**src/sv/ssd_pkg.sv**
```systemverilog
`timescale 1ns / 1ps
// ----------------------------------------------------------------------------
// ssd_pkg
// Shared types, constants and functions for the serial seven-segment driver.
// ----------------------------------------------------------------------------
package ssd_pkg;

	localparam int MAX_DIGITS = 8;
	localparam int DIGIT_W    = 4;
	localparam int WORD_W     = 16;

	localparam logic [7:0] DOT_MASK    = 8'h7F;
	localparam logic [7:0] SELECT_BASE = 8'h01;

	// 16-bit divide by ten: q = (v * RECIP_10) >> RECIP_SHIFT, exact for all 16-bit v
	localparam logic [15:0] RECIP_10    = 16'hCCCD;
	localparam int          RECIP_SHIFT = 19;

	typedef struct packed {
		logic [15:0]                            value;
		logic [1:0]                             dot;
		logic [MAX_DIGITS-1:0][DIGIT_W-1:0]     digits;
	} stage_t;

	// largest number that n decimal digits can show
	function automatic logic [31:0] digit_limit(input int n);
		logic [31:0] lim;
		lim = 32'd1;
		for (int k = 0; k < n; k++) begin
			lim = lim * 32'd10;
		end
		return lim - 32'd1;
	endfunction

	// common-anode segment code, active low
	function automatic logic [7:0] seg_code(input logic [DIGIT_W-1:0] d);
		logic [7:0] s;
		case (d)
			4'd0:    s = 8'hC0;
			4'd1:    s = 8'hF9;
			4'd2:    s = 8'hA4;
			4'd3:    s = 8'hB0;
			4'd4:    s = 8'h99;
			4'd5:    s = 8'h92;
			4'd6:    s = 8'h82;
			4'd7:    s = 8'hF8;
			4'd8:    s = 8'h80;
			4'd9:    s = 8'h90;
			default: s = 8'hFF;
		endcase
		return s;
	endfunction

endpackage

```
**src/sv/ssd_req_if.sv**
```systemverilog
`timescale 1ns / 1ps
// ----------------------------------------------------------------------------
// ssd_req_if
// Request channel: value to show and decimal point position.
// ----------------------------------------------------------------------------
interface ssd_req_if;
	logic        valid;
	logic        ready;
	logic [15:0] value;
	logic [1:0]  dot_position;

	modport source (output valid, output value, output dot_position, input ready);
	modport sink   (input valid, input value, input dot_position, output ready);
endinterface

```
**src/sv/ssd_bit_if.sv**
```systemverilog
`timescale 1ns / 1ps
// ----------------------------------------------------------------------------
// ssd_bit_if
// Serial bit channel towards the external shift registers.
// ----------------------------------------------------------------------------
interface ssd_bit_if;
	logic       valid;
	logic       ready;
	logic       serial_bit;
	logic [1:0] digit_number;
	logic       latch_pulse;
	logic       last;

	modport source (output valid, output serial_bit, output digit_number,
		output latch_pulse, output last, input ready);
	modport sink   (input valid, input serial_bit, input digit_number,
		input latch_pulse, input last, output ready);
endinterface

```
**src/sv/ssd_digit_stage.sv**
```systemverilog
`timescale 1ns / 1ps
// ----------------------------------------------------------------------------
// ssd_digit_stage
// One pipeline stage: peels the lowest decimal digit off the running value.
// ----------------------------------------------------------------------------
module ssd_digit_stage #(
	parameter int IDX = 0
) (
	input  logic           clk,
	input  logic           arst_n,
	input  logic           up_valid,
	output logic           up_ready,
	input  ssd_pkg::stage_t up_data,
	output logic           dn_valid,
	input  logic           dn_ready,
	output ssd_pkg::stage_t dn_data
);

	logic            valid_s1;
	ssd_pkg::stage_t data_s1;
	logic [31:0]     prod;
	logic [15:0]     quot;
	logic [15:0]     rem;
	ssd_pkg::stage_t nxt;

	always_comb begin
		prod = 32'(up_data.value) * 32'(ssd_pkg::RECIP_10);
		quot = 16'(prod >> ssd_pkg::RECIP_SHIFT);
		rem  = up_data.value - ((quot << 3) + (quot << 1));
		nxt  = up_data;
		nxt.value = quot;
		nxt.digits[IDX] = rem[ssd_pkg::DIGIT_W-1:0];
	end

	assign up_ready = ~valid_s1 | dn_ready;

	always_ff @(posedge clk or negedge arst_n) begin
		if (!arst_n) begin
			valid_s1 <= 1'b0;
		end else if (up_ready) begin
			valid_s1 <= up_valid;
		end
	end

	always_ff @(posedge clk) begin
		if (up_ready && up_valid) begin
			data_s1 <= nxt;
		end
	end

	assign dn_valid = valid_s1;
	assign dn_data  = data_s1;

endmodule

```
**src/sv/ssd_encode.sv**
```systemverilog
`timescale 1ns / 1ps
// ----------------------------------------------------------------------------
// ssd_encode
// Maps digits to segment and select bytes and packs the whole frame.
// ----------------------------------------------------------------------------
module ssd_encode #(
	parameter int DIGITS = 4
) (
	input  logic                     clk,
	input  logic                     arst_n,
	input  logic                     up_valid,
	output logic                     up_ready,
	input  ssd_pkg::stage_t          up_data,
	output logic                     dn_valid,
	input  logic                     dn_ready,
	output logic [DIGITS*16-1:0]     dn_frame
);

	localparam int FRAME_W = DIGITS * ssd_pkg::WORD_W;

	logic               valid_s1;
	logic [FRAME_W-1:0] frame_s1;
	logic [FRAME_W-1:0] frame;

	// digit 0 sits at the top so it leaves first
	always_comb begin
		frame = '0;
		for (int d = 0; d < DIGITS; d++) begin
			logic [7:0] seg;
			logic [7:0] sel;
			seg = ssd_pkg::seg_code(up_data.digits[d]);
			if (up_data.dot != 2'd0 && 32'(up_data.dot) == d) begin
				seg = seg & ssd_pkg::DOT_MASK;
			end
			sel = ssd_pkg::SELECT_BASE << d;
			frame[(DIGITS-d)*ssd_pkg::WORD_W-1 -: ssd_pkg::WORD_W] = {seg, sel};
		end
	end

	assign up_ready = ~valid_s1 | dn_ready;

	always_ff @(posedge clk or negedge arst_n) begin
		if (!arst_n) begin
			valid_s1 <= 1'b0;
		end else if (up_ready) begin
			valid_s1 <= up_valid;
		end
	end

	always_ff @(posedge clk) begin
		if (up_ready && up_valid) begin
			frame_s1 <= frame;
		end
	end

	assign dn_valid = valid_s1;
	assign dn_frame = frame_s1;

endmodule

```
**src/sv/ssd_serialiser.sv**
```systemverilog
`timescale 1ns / 1ps
// ----------------------------------------------------------------------------
// ssd_serialiser
// Shifts a packed frame out one bit per transfer, MSB first.
// ----------------------------------------------------------------------------
module ssd_serialiser #(
	parameter int DIGITS = 4
) (
	input  logic                 clk,
	input  logic                 arst_n,
	input  logic                 up_valid,
	output logic                 up_ready,
	input  logic [DIGITS*16-1:0] up_frame,
	ssd_bit_if.source            disp
);

	localparam int FRAME_W = DIGITS * ssd_pkg::WORD_W;

	logic               busy_q;
	logic [FRAME_W-1:0] frame_q;
	logic [3:0]         bit_q;
	logic [2:0]         dig_q;
	logic               word_end;
	logic               frame_end;
	logic               xfer;

	assign word_end  = (bit_q == 4'd15);
	assign frame_end = word_end && (dig_q == 3'(DIGITS - 1));
	assign xfer      = disp.valid && disp.ready;
	// next frame loads straight behind the final bit
	assign up_ready  = ~busy_q | (xfer & frame_end);

	always_ff @(posedge clk or negedge arst_n) begin
		if (!arst_n) begin
			busy_q <= 1'b0;
			bit_q  <= '0;
			dig_q  <= '0;
		end else if (up_ready) begin
			busy_q <= up_valid;
			bit_q  <= '0;
			dig_q  <= '0;
		end else if (xfer) begin
			bit_q <= bit_q + 4'd1;
			if (word_end) begin
				dig_q <= dig_q + 3'd1;
			end
		end
	end

	always_ff @(posedge clk) begin
		if (up_ready && up_valid) begin
			frame_q <= up_frame;
		end else if (xfer) begin
			frame_q <= {frame_q[FRAME_W-2:0], 1'b0};
		end
	end

	assign disp.valid        = busy_q;
	assign disp.serial_bit   = frame_q[FRAME_W-1];
	assign disp.digit_number = dig_q[1:0];
	assign disp.latch_pulse  = word_end;
	assign disp.last         = frame_end;

endmodule

```
**src/sv/seven_segment_serial_display.sv**
```systemverilog
`timescale 1ns / 1ps
// ----------------------------------------------------------------------------
// seven_segment_serial_display
// Saturates a value, splits it into decimal digits and streams segment and
// select bytes for a chain of serial shift registers.
// ----------------------------------------------------------------------------
//  channel  dir  transfer carries
//  req      in   value[15:0], dot_position[1:0]
//  disp     out  serial_bit, digit_number[1:0], latch_pulse, last
//
//  Each request gives DIGITS*16 bit transfers (64 by default); the serialiser
//  sends one bit per cycle while disp is ready, loading each new frame
//  behind the final bit. Requests pass saturation, digit and encode stages.
//  Reset clears the valid bits of every stage and the serialiser.
//  A stall on disp holds the current bit; the stages behind fill and then
//  stop taking requests, nothing is lost or sent twice.
// ----------------------------------------------------------------------------
module seven_segment_serial_display #(
	parameter int DIGITS = 4
) (
	input  logic      clk,
	input  logic      arst_n,
	ssd_req_if.sink   req,
	ssd_bit_if.source disp
);

	localparam logic [31:0] LIMIT = ssd_pkg::digit_limit(DIGITS);

	logic            stage_valid [0:DIGITS];
	logic            stage_ready [0:DIGITS];
	ssd_pkg::stage_t stage_data  [0:DIGITS];

	logic            sat_valid_s1;
	ssd_pkg::stage_t sat_data_s1;
	ssd_pkg::stage_t sat_nxt;

	logic                 enc_valid;
	logic                 enc_ready;
	logic [DIGITS*16-1:0] enc_frame;

	always_comb begin
		sat_nxt        = '0;
		sat_nxt.value  = (32'(req.value) > LIMIT) ? LIMIT[15:0] : req.value;
		sat_nxt.dot    = req.dot_position;
	end

	assign req.ready = ~sat_valid_s1 | stage_ready[0];

	always_ff @(posedge clk or negedge arst_n) begin
		if (!arst_n) begin
			sat_valid_s1 <= 1'b0;
		end else if (req.ready) begin
			sat_valid_s1 <= req.valid;
		end
	end

	always_ff @(posedge clk) begin
		if (req.ready && req.valid) begin
			sat_data_s1 <= sat_nxt;
		end
	end

	assign stage_valid[0] = sat_valid_s1;
	assign stage_data[0]  = sat_data_s1;

	for (genvar k = 0; k < DIGITS; k++) begin : g_digit
		ssd_digit_stage #(
			.IDX(k)
		) u_stage (
			.clk      (clk),
			.arst_n   (arst_n),
			.up_valid (stage_valid[k]),
			.up_ready (stage_ready[k]),
			.up_data  (stage_data[k]),
			.dn_valid (stage_valid[k+1]),
			.dn_ready (stage_ready[k+1]),
			.dn_data  (stage_data[k+1])
		);
	end

	ssd_encode #(
		.DIGITS(DIGITS)
	) u_encode (
		.clk      (clk),
		.arst_n   (arst_n),
		.up_valid (stage_valid[DIGITS]),
		.up_ready (stage_ready[DIGITS]),
		.up_data  (stage_data[DIGITS]),
		.dn_valid (enc_valid),
		.dn_ready (enc_ready),
		.dn_frame (enc_frame)
	);

	ssd_serialiser #(
		.DIGITS(DIGITS)
	) u_serialiser (
		.clk      (clk),
		.arst_n   (arst_n),
		.up_valid (enc_valid),
		.up_ready (enc_ready),
		.up_frame (enc_frame),
		.disp     (disp)
	);

	// the frame's final bit always ends a digit
	a_last_latch: assert property (@(posedge clk) disable iff (!arst_n)
		disp.valid && disp.last |-> disp.latch_pulse)
		else $error("last without latch_pulse");

	// a frame is sent without gaps
	a_no_gap: assert property (@(posedge clk) disable iff (!arst_n)
		disp.valid && disp.ready && !disp.last |=> disp.valid)
		else $error("gap inside a frame");

	// after a latch the next digit follows
	a_digit_step: assert property (@(posedge clk) disable iff (!arst_n)
		disp.valid && disp.ready && disp.latch_pulse && !disp.last |=>
		disp.digit_number == 2'($past(disp.digit_number) + 2'd1))
		else $error("digit number did not advance");

	// first bit of a frame is digit zero
	a_frame_start: assert property (@(posedge clk) disable iff (!arst_n)
		disp.valid && disp.ready && disp.last |=>
		!disp.valid || disp.digit_number == 2'd0)
		else $error("frame did not start at digit zero");

endmodule

```
**src/flat_wrapper.sv**
```systemverilog
// flat-port wrapper written by rule: the top's interface ports become plain ports
module seven_segment_serial_display_flat 
#(
	parameter int DIGITS = 4
)
  (clk, arst_n, req_valid, req_value, req_dot_position, req_ready, disp_valid, disp_serial_bit, disp_digit_number, disp_latch_pulse, disp_last, disp_ready);
  ssd_req_if req_i ();
  ssd_bit_if disp_i ();
  input  logic clk;
  input  logic arst_n;
  input wire logic [$bits(req_i.valid)-1:0] req_valid;
  input wire logic [$bits(req_i.value)-1:0] req_value;
  input wire logic [$bits(req_i.dot_position)-1:0] req_dot_position;
  output wire logic [$bits(req_i.ready)-1:0] req_ready;
  output wire logic [$bits(disp_i.valid)-1:0] disp_valid;
  output wire logic [$bits(disp_i.serial_bit)-1:0] disp_serial_bit;
  output wire logic [$bits(disp_i.digit_number)-1:0] disp_digit_number;
  output wire logic [$bits(disp_i.latch_pulse)-1:0] disp_latch_pulse;
  output wire logic [$bits(disp_i.last)-1:0] disp_last;
  input wire logic [$bits(disp_i.ready)-1:0] disp_ready;
  assign req_i.valid = req_valid;
  assign req_i.value = req_value;
  assign req_i.dot_position = req_dot_position;
  assign req_ready = req_i.ready;
  assign disp_valid = disp_i.valid;
  assign disp_serial_bit = disp_i.serial_bit;
  assign disp_digit_number = disp_i.digit_number;
  assign disp_latch_pulse = disp_i.latch_pulse;
  assign disp_last = disp_i.last;
  assign disp_i.ready = disp_ready;
  seven_segment_serial_display #(.DIGITS(DIGITS)) u_core (.clk(clk), .arst_n(arst_n), .req(req_i), .disp(disp_i));
endmodule
```
**config.mk**
```make
export PLATFORM = sky130hd
export DESIGN_NAME = seven_segment_serial_display_flat
export DESIGN_NICKNAME = d
export VERILOG_FILES = /design/src/sv/ssd_pkg.sv /design/src/sv/ssd_req_if.sv /design/src/sv/ssd_bit_if.sv /design/src/sv/ssd_digit_stage.sv /design/src/sv/ssd_encode.sv /design/src/sv/ssd_serialiser.sv /design/src/sv/seven_segment_serial_display.sv /design/src/flat_wrapper.sv
export SDC_FILE = /design/constraint.sdc
export NUM_CORES = 1
export LEC_CHECK = 0
export BUFFER_PORTS_ARGS = -buffer_cell sky130_fd_sc_hd__buf_2
export CAP_MARGIN = 10
export CORE_ASPECT_RATIO = 1.25
export CORE_UTILIZATION = 41
export DETAILED_ROUTE_END_ITERATION = 8
export PLACE_DENSITY = 0.56
export SLEW_MARGIN = 20
export SYNTH_ARGS = -nofsm -noshare
export SYNTH_HDL_FRONTEND = slang
export SYNTH_SLANG_ARGS = --single-unit
```
**constraint.sdc**
```tcl
create_clock -name clk -period 7.9 [get_ports clk]
set_input_delay 1.58 -clock clk [delete_from_list [all_inputs] [get_ports clk]]
set_output_delay 1.58 -clock clk [all_outputs]
set_load 0.02 [all_outputs]
```
[Word-level counts from Yosys, hierarchy flattened]
Memory sizes are Yosys's and may differ from the RTL's. A register that Yosys moved wholly into a read port is not among the register bits.
Index checks and enable logic that the tools add are counted.
Storage, ports and cells
  register bits: 177
  bits in read-only memories: 448
  bits of input ports: 22
  output and inout bits: 7
  logic and storage cells: 99
  memories kept: 4
Cells by class
  add/sub/neg operators: 10
  multiply operators: 4
  $lt $le $gt $ge: 1
  equal/unequal tests: 5
  multiplexer cells: 7
  bitwise gates (word level): 15
  reductions and logical operators: 19
Memory list
  (no name shown): depth 16, width 7, read ports 1, clocked after memory_dff 1, wr ports 0, RTL line ssd_pkg.sv:38  | case (d)
  (no name shown): depth 16, width 7, read ports 1, clocked after memory_dff 1, wr ports 0, RTL line ssd_pkg.sv:38
  (no name shown): depth 16, width 7, read ports 1, clocked after memory_dff 1, wr ports 0, RTL line ssd_pkg.sv:38
  (no name shown): depth 16, width 7, read ports 1, clocked after memory_dff 1, wr ports 0, RTL line ssd_pkg.sv:38
Operator list (number)
  $mux W64: 2
  $mul A16 B16 Y32 const B: 1
  $mul A13 B16 Y29 const B: 1
  $mul A10 B16 Y26 const B: 1
  $mul A7 B16 Y22 const B: 1
  $add A4 B4 Y4: 4
  $gt A16 B14 Y1 const B: 1
  $sub A4 B4 Y4: 4
  $logic_and A1 B1 Y1: 13
  $mux W3: 3
  $mux W4: 2
  $reduce_bool A2 Y1: 4
  $not A1 Y1: 7
  $or A1 B1 Y1: 7
  $add A4 B1 Y4 const B: 1
  $eq A2 B2 Y1 const B: 2
  $eq A4 B4 Y1 const B: 1
  $add A3 B1 Y3 const B: 1
  $eq A3 B2 Y1 const B: 1
  $eq A2 B1 Y1 const B: 1
  $logic_not A2 Y1: 1
  $reduce_and A2 Y1: 1
  $and A1 B1 Y1: 1

[Depth between registers and ports, before layout]
  depth in word-level cells: 11
  depth in mapped cells: 26
  mapped depth without buffers: 26

[Modules after synthesis]
Synthesis repeated with hierarchy kept, for this count alone.
Unflattened totals
  cell total of the unflattened synthesis: 2502
  area total of the unflattened synthesis: 30090.1 um2
By module, submodules not included
  ssd_digit_stage (u_core.g_digit[0].u_stage): times used 1, cells each 554, area an instance 6184.7 um2, sequential area each 1436.4 um2
  ssd_digit_stage (u_core.g_digit[1].u_stage): times used 1, cells each 531, area an instance 6068.3 um2, sequential area each 1436.4 um2
  ssd_digit_stage (u_core.g_digit[3].u_stage): times used 1, cells each 506, area an instance 5995.8 um2, sequential area each 1436.4 um2
  ssd_digit_stage (u_core.g_digit[2].u_stage): times used 1, cells each 488, area an instance 5859.4 um2, sequential area each 1436.4 um2
  ssd_serialiser: times used 1, cells each 182, area an instance 3183.1 um2, sequential area each 2122.0 um2
  ssd_encode: times used 1, cells each 196, area an instance 2064.5 um2, sequential area each 955.9 um2
  seven_segment_serial_display: times used 1, cells each 45, area an instance 734.5 um2, sequential area each 565.5 um2

[Worst setup path after synthesis]
No wires, ideal clock.
  kind: register to register
  start: reg u_core.g_digit[1].u_stage.data_s1 (netlist bit u_core.g_digit[1].u_stage.dn_data[38])
  end: reg u_core.g_digit[2].u_stage.data_s1 (netlist bit u_core.g_digit[2].u_stage.dn_data[11]), data pin
  library setup time: 0.259 ns
  data arrival time: 5.400 ns
  data required time: 7.641 ns
  path slack: 2.241 ns
  stages on the path, launching flop included: 27
  path buffers: 0
  cells stage by stage: edfxtp_1 > ha_1 > inv_1 > fa_1 > fa_1 > inv_1 > fa_1 > inv_1 > fa_1 > inv_1 > ha_1 > a21o_1 > a21oi_1 > nor2b_1 > o41ai_4 > nand2_1 > a211oi_1 > nor2_1 > ha_1 > xor2_1 > a21oi_1 > inv_1 > nor2_1 > a21oi_1 > o2111ai_1 > a22oi_1 > xnor2_1
On the way
  cells in the longest elaborated chain, start to end: 3
Ends and longest elaborated chain
  start: declaration: RTL line ssd_digit_stage.sv:20  | ssd_pkg::stage_t data_s1;
  start signal: assignment: RTL line ssd_digit_stage.sv:47  | data_s1 <= nxt;
  $mul A10 B16 Y26: RTL line ssd_digit_stage.sv:27  | prod = 32'(up_data.value) * 32'(ssd_pkg::RECIP_10);
  via u_core.g_digit[2].u_stage.prod[20]: RTL line ssd_digit_stage.sv:21  | logic [31:0] prod;
  $add A4 B4 Y4: RTL line ssd_digit_stage.sv:29  | rem = up_data.value - ((quot << 3) + (quot << 1));
  $sub A4 B4 Y4: RTL line ssd_digit_stage.sv:29
  via u_core.g_digit[2].u_stage.rem[3]: RTL line ssd_digit_stage.sv:23  | logic [15:0] rem;
  end signal: assignment: RTL line ssd_digit_stage.sv:47
  end: declaration: RTL line ssd_digit_stage.sv:20
The timed path passes the listed nets, and every way through them passes these cells.
A chain may end at the register's enable or synchronous reset.

[Final worst setup path]
Same ends and word-level chain as after synthesis.

==> qor.csv <==
metric;value;unit
EDFF count, synth;188;
outcome;finished clean;
Mapped Area;18580;um2
crit path setup slack, layout;1662;ps
Initial Utilization;0.4181;
power share of the clock group;0.404;
ratio of final minimum period to clock period;0.7897;
Routed Antenna Nets;0;
Sw Pwr;0.6268;mW
global-route wire length before repair;57030;um
Worst R2R Path Depth;26;
highest clock rate;160.3;MHz
Synth Warn #;0;
setup violators final;0;
Pins Over Slew Limit;0;
cell-internal power;1.959;mW
Most common cell on crit path;inv_1;
Mapped Cells;1695;
Die Width;192.4;um
hold-fix buffers at CTS;0;
Max Cap Violations;0;
fin crit period;6238;ps
Worst EP required;8160;ps
unrepaired setup endpoints after global routing;false;
DRC errors left;0;
Place WS;1674;ps
hold path depth;0;
largest net degree at the start of global routing;62;
post-synthesis async set-or-reset flop share;0.06931;
Synth cell types;61;
power per standard cell area;128.3;nW/um2
top post-synthesis cells by area;edfxtp_1, ha_1, fa_1, inv_1, nand2_1;
num rows;86;
Switching Share;0.2423;
vias in the first global route;11827;
gr usage total;0.1539;
CTS root buf;clkbuf_16;
CP Class;flip-flop to flip-flop;
ANT cells;0;
H-tree levels;1;
slowest cell on the critical path;fa_1;
Final Util;0.4537;
worst hold margin;413.4;ps
Final Hold Vio Count;0;
Avg Synthesized Cell Area;10.96;um2
post-synthesis sequential element count;202;
Leak Pwr;9.953;nW
Crit path arrival time;6500;ps
Slew @ Worst Pin;978.8;ps
DR vias/cell;4.803;
VDD IR-drop max;0.1455;mV
Hold Crit Class;flip-flop to flip-flop;
total grt overflow;0;
Clk pin slew, worst setup/hold paths;60;ps
post-DP HPWL;28060;um
die area;46180;um2
register area share after synthesis;0.3227;
Area Overhead vs Synth;8.519;%
CP startpoint kind;flip-flop;
clk_skew;18.60;ps
GPL Wtd Cong;0.8446;
CP peak stage delay;530;ps
final net count;2285;
Top FF cell, synth;edfxtp_1;
area share of the largest cell type after synthesis;0.3038;
Reg power frac;0.476;
routed vias;11167;
share of cells above drive strength 1;0.05533;
Pre-Repair DR Iteration Count;4;
Synth area leader;edfxtp_1;
total clock sinks;202;
Post-CTS Setup Bufs;0;
port bufs;28;
die height;240.0;um
routed wire length;33580;um
crit-path max FO;5;
initial antenna violation count;0;
post-CTS sizing;0;
combinational share of power;0.120;
core area;44440;um2
drt initial violations;443;
Max-slew headroom;0.3467;
CTS tree;built;
FILL cells;4157;
Longest Clk Path Bufs;3;
wire length per cell;14.44;um
io pins;29;
clk_lat worst skew;530;ps
setup TNS;0;ps
endpoint type of the worst setup path;flip-flop;
total clock buffers created by CTS;23;
==> synth_stat cells (all sizes together) (17+ instances only) <==
master  instances
nor2           65
fa            168
nand2         138
a21oi          48
edfxtp        188
xnor2          43
and2           38
ha            359
inv           397
a21o           17
o21ai          28
nand2b         18
==> cell families after synthesis <==
logic type	synth area share
adder cells (fa/ha/maj)	0.4228
buffers and inverters	0.08404
AO/OA/AOI/OAI	0.05421
XOR/XNOR	0.02781
AND/OR/NAND/NOR	0.08714
other	0.0002018
multiplexers	0.001145
flip-flops	0.3227
==> state kept, by name, summed over array words and instances (netlist names), 3 cells and up <==
register and cells:
u_core.g_digit.u_stage.dn_data 78, u_core.g_digit.u_stage.dn_valid 4, u_core.sat_data_s1 18, u_core.u_encode.dn_frame 31
u_core.u_serialiser.bit_q 4, u_core.u_serialiser.dig_q 3, u_core.u_serialiser.frame_q 61
==> layout by cell type, fill, tap and decap left out, drive strengths merged, types with 3 or more instances in the layout <==
cell     count
edfxtp     188
o41ai        3
and2        38
or2         15
a21o        17
nor3        12
nor2        65
buf         32
nand2      138
o2111ai      3
ha         359
inv        400
nand4        7
a211oi       5
nand3       13
o211ai       4
a31oi       12
or4          3
xor2        16
or3          5
nand2b      18
o21ai       28
nand4b       3
nor4         3
clkbuf      33
and3         8
a211o        3
dfrtp       14
o21a         5
clkinv       4
xnor2       43
fa         168
nor3b        3
a22oi        4
nor2b        6
a21oi       48
==> final timing paths <==
path | start | endpoint | slack [ps]
worst max register to register | u_core.g_digit[1].u_stage.dn_data[38]$_DFFE_PP_ | u_core.g_digit[2].u_stage.dn_data[11]$_DFFE_PP_ | 1660
worst min register to register | u_core.g_digit[0].u_stage.dn_data[2]$_DFFE_PP_ | u_core.g_digit[1].u_stage.dn_data[2]$_DFFE_PP_ | 410
max in group asynchronous | arst_n | u_core.g_digit[1].u_stage.dn_valid$_DFFE_PN0P_ | 6720
worst max-delay path | u_core.g_digit[1].u_stage.dn_data[38]$_DFFE_PP_ | u_core.g_digit[2].u_stage.dn_data[11]$_DFFE_PP_ | 1660
worst min-delay path | u_core.g_digit[0].u_stage.dn_data[2]$_DFFE_PP_ | u_core.g_digit[1].u_stage.dn_data[2]$_DFFE_PP_ | 410
min in group asynchronous | arst_n | u_core.u_serialiser.bit_q[2]$_DFFE_PN0P_ | 930
==> stage by stage <==
step	total power, mW	instance area, um2	instances
2_1_floorplan	1.493	18580	1696
3_3_place_gp	1.559	19410	2283
3_5_place_dp	1.566	19410	2283
4_1_cts	2.629	20160	2325
5_1_grt	2.717	20160	2325
6_report	2.586	20160	2325
==> area by class of cell <==
cell class / instances / area, um2 / share of cell area
inverters: 397 / 1490 / 0.07391
repair buffers: 32 / 170.2 / 0.008439
well taps: 572 / 715.7 / 0.03549
clock inverters: 9 / 105.1 / 0.005213
multi-input cells: 1080 / 11040 / 0.5477
flip-flops and latches: 202 / 5996 / 0.2974
clock buffers: 33 / 643.1 / 0.03190
==> worst max-delay path, delay by kind of cell, from the launching register on <==
family / cells / cell delay (ps)
xor gates and xnor gates: 2 / 350
adders and majority gates: 7 / 2800
DFF: 1 / 480
and+or+nand+nor: 4 / 400
AOI/OAI and AO/OA: 8 / 1650
buffers and inverters: 5 / 300
==> power by group through the flow <==
| stage | clock (mW) | sequential, mW | combinational, mW |
|---|---|---|---|
| 4_1_cts | 1.08 | 1.23 | 0.316 |
| 2_1_floorplan | 0 | 1.25 | 0.244 |
| 3_3_place_gp | 0 | 1.25 | 0.305 |
| 3_5_place_dp | 0 | 1.25 | 0.312 |
| 5_1_grt | 1.12 | 1.24 | 0.361 |
| 6_report | 1.04 | 1.23 | 0.309 |
==> routing by layer <==
| layer | global-route usage | vias to the layer above | routed length (um) |
|---|---|---|---|
| met3 | 0.01503 | 42 | 613 |
| met4 | 0.03675 | 0 | 598 |
| met5 | 0 | - | 0 |
| met1 | 0.1917 | 5419 | 14810 |
| li1 | - | 5624 | - |
| met2 | 0.2826 | 82 | 17550 |
Note: power is estimated with default switching activity, not from simulation.
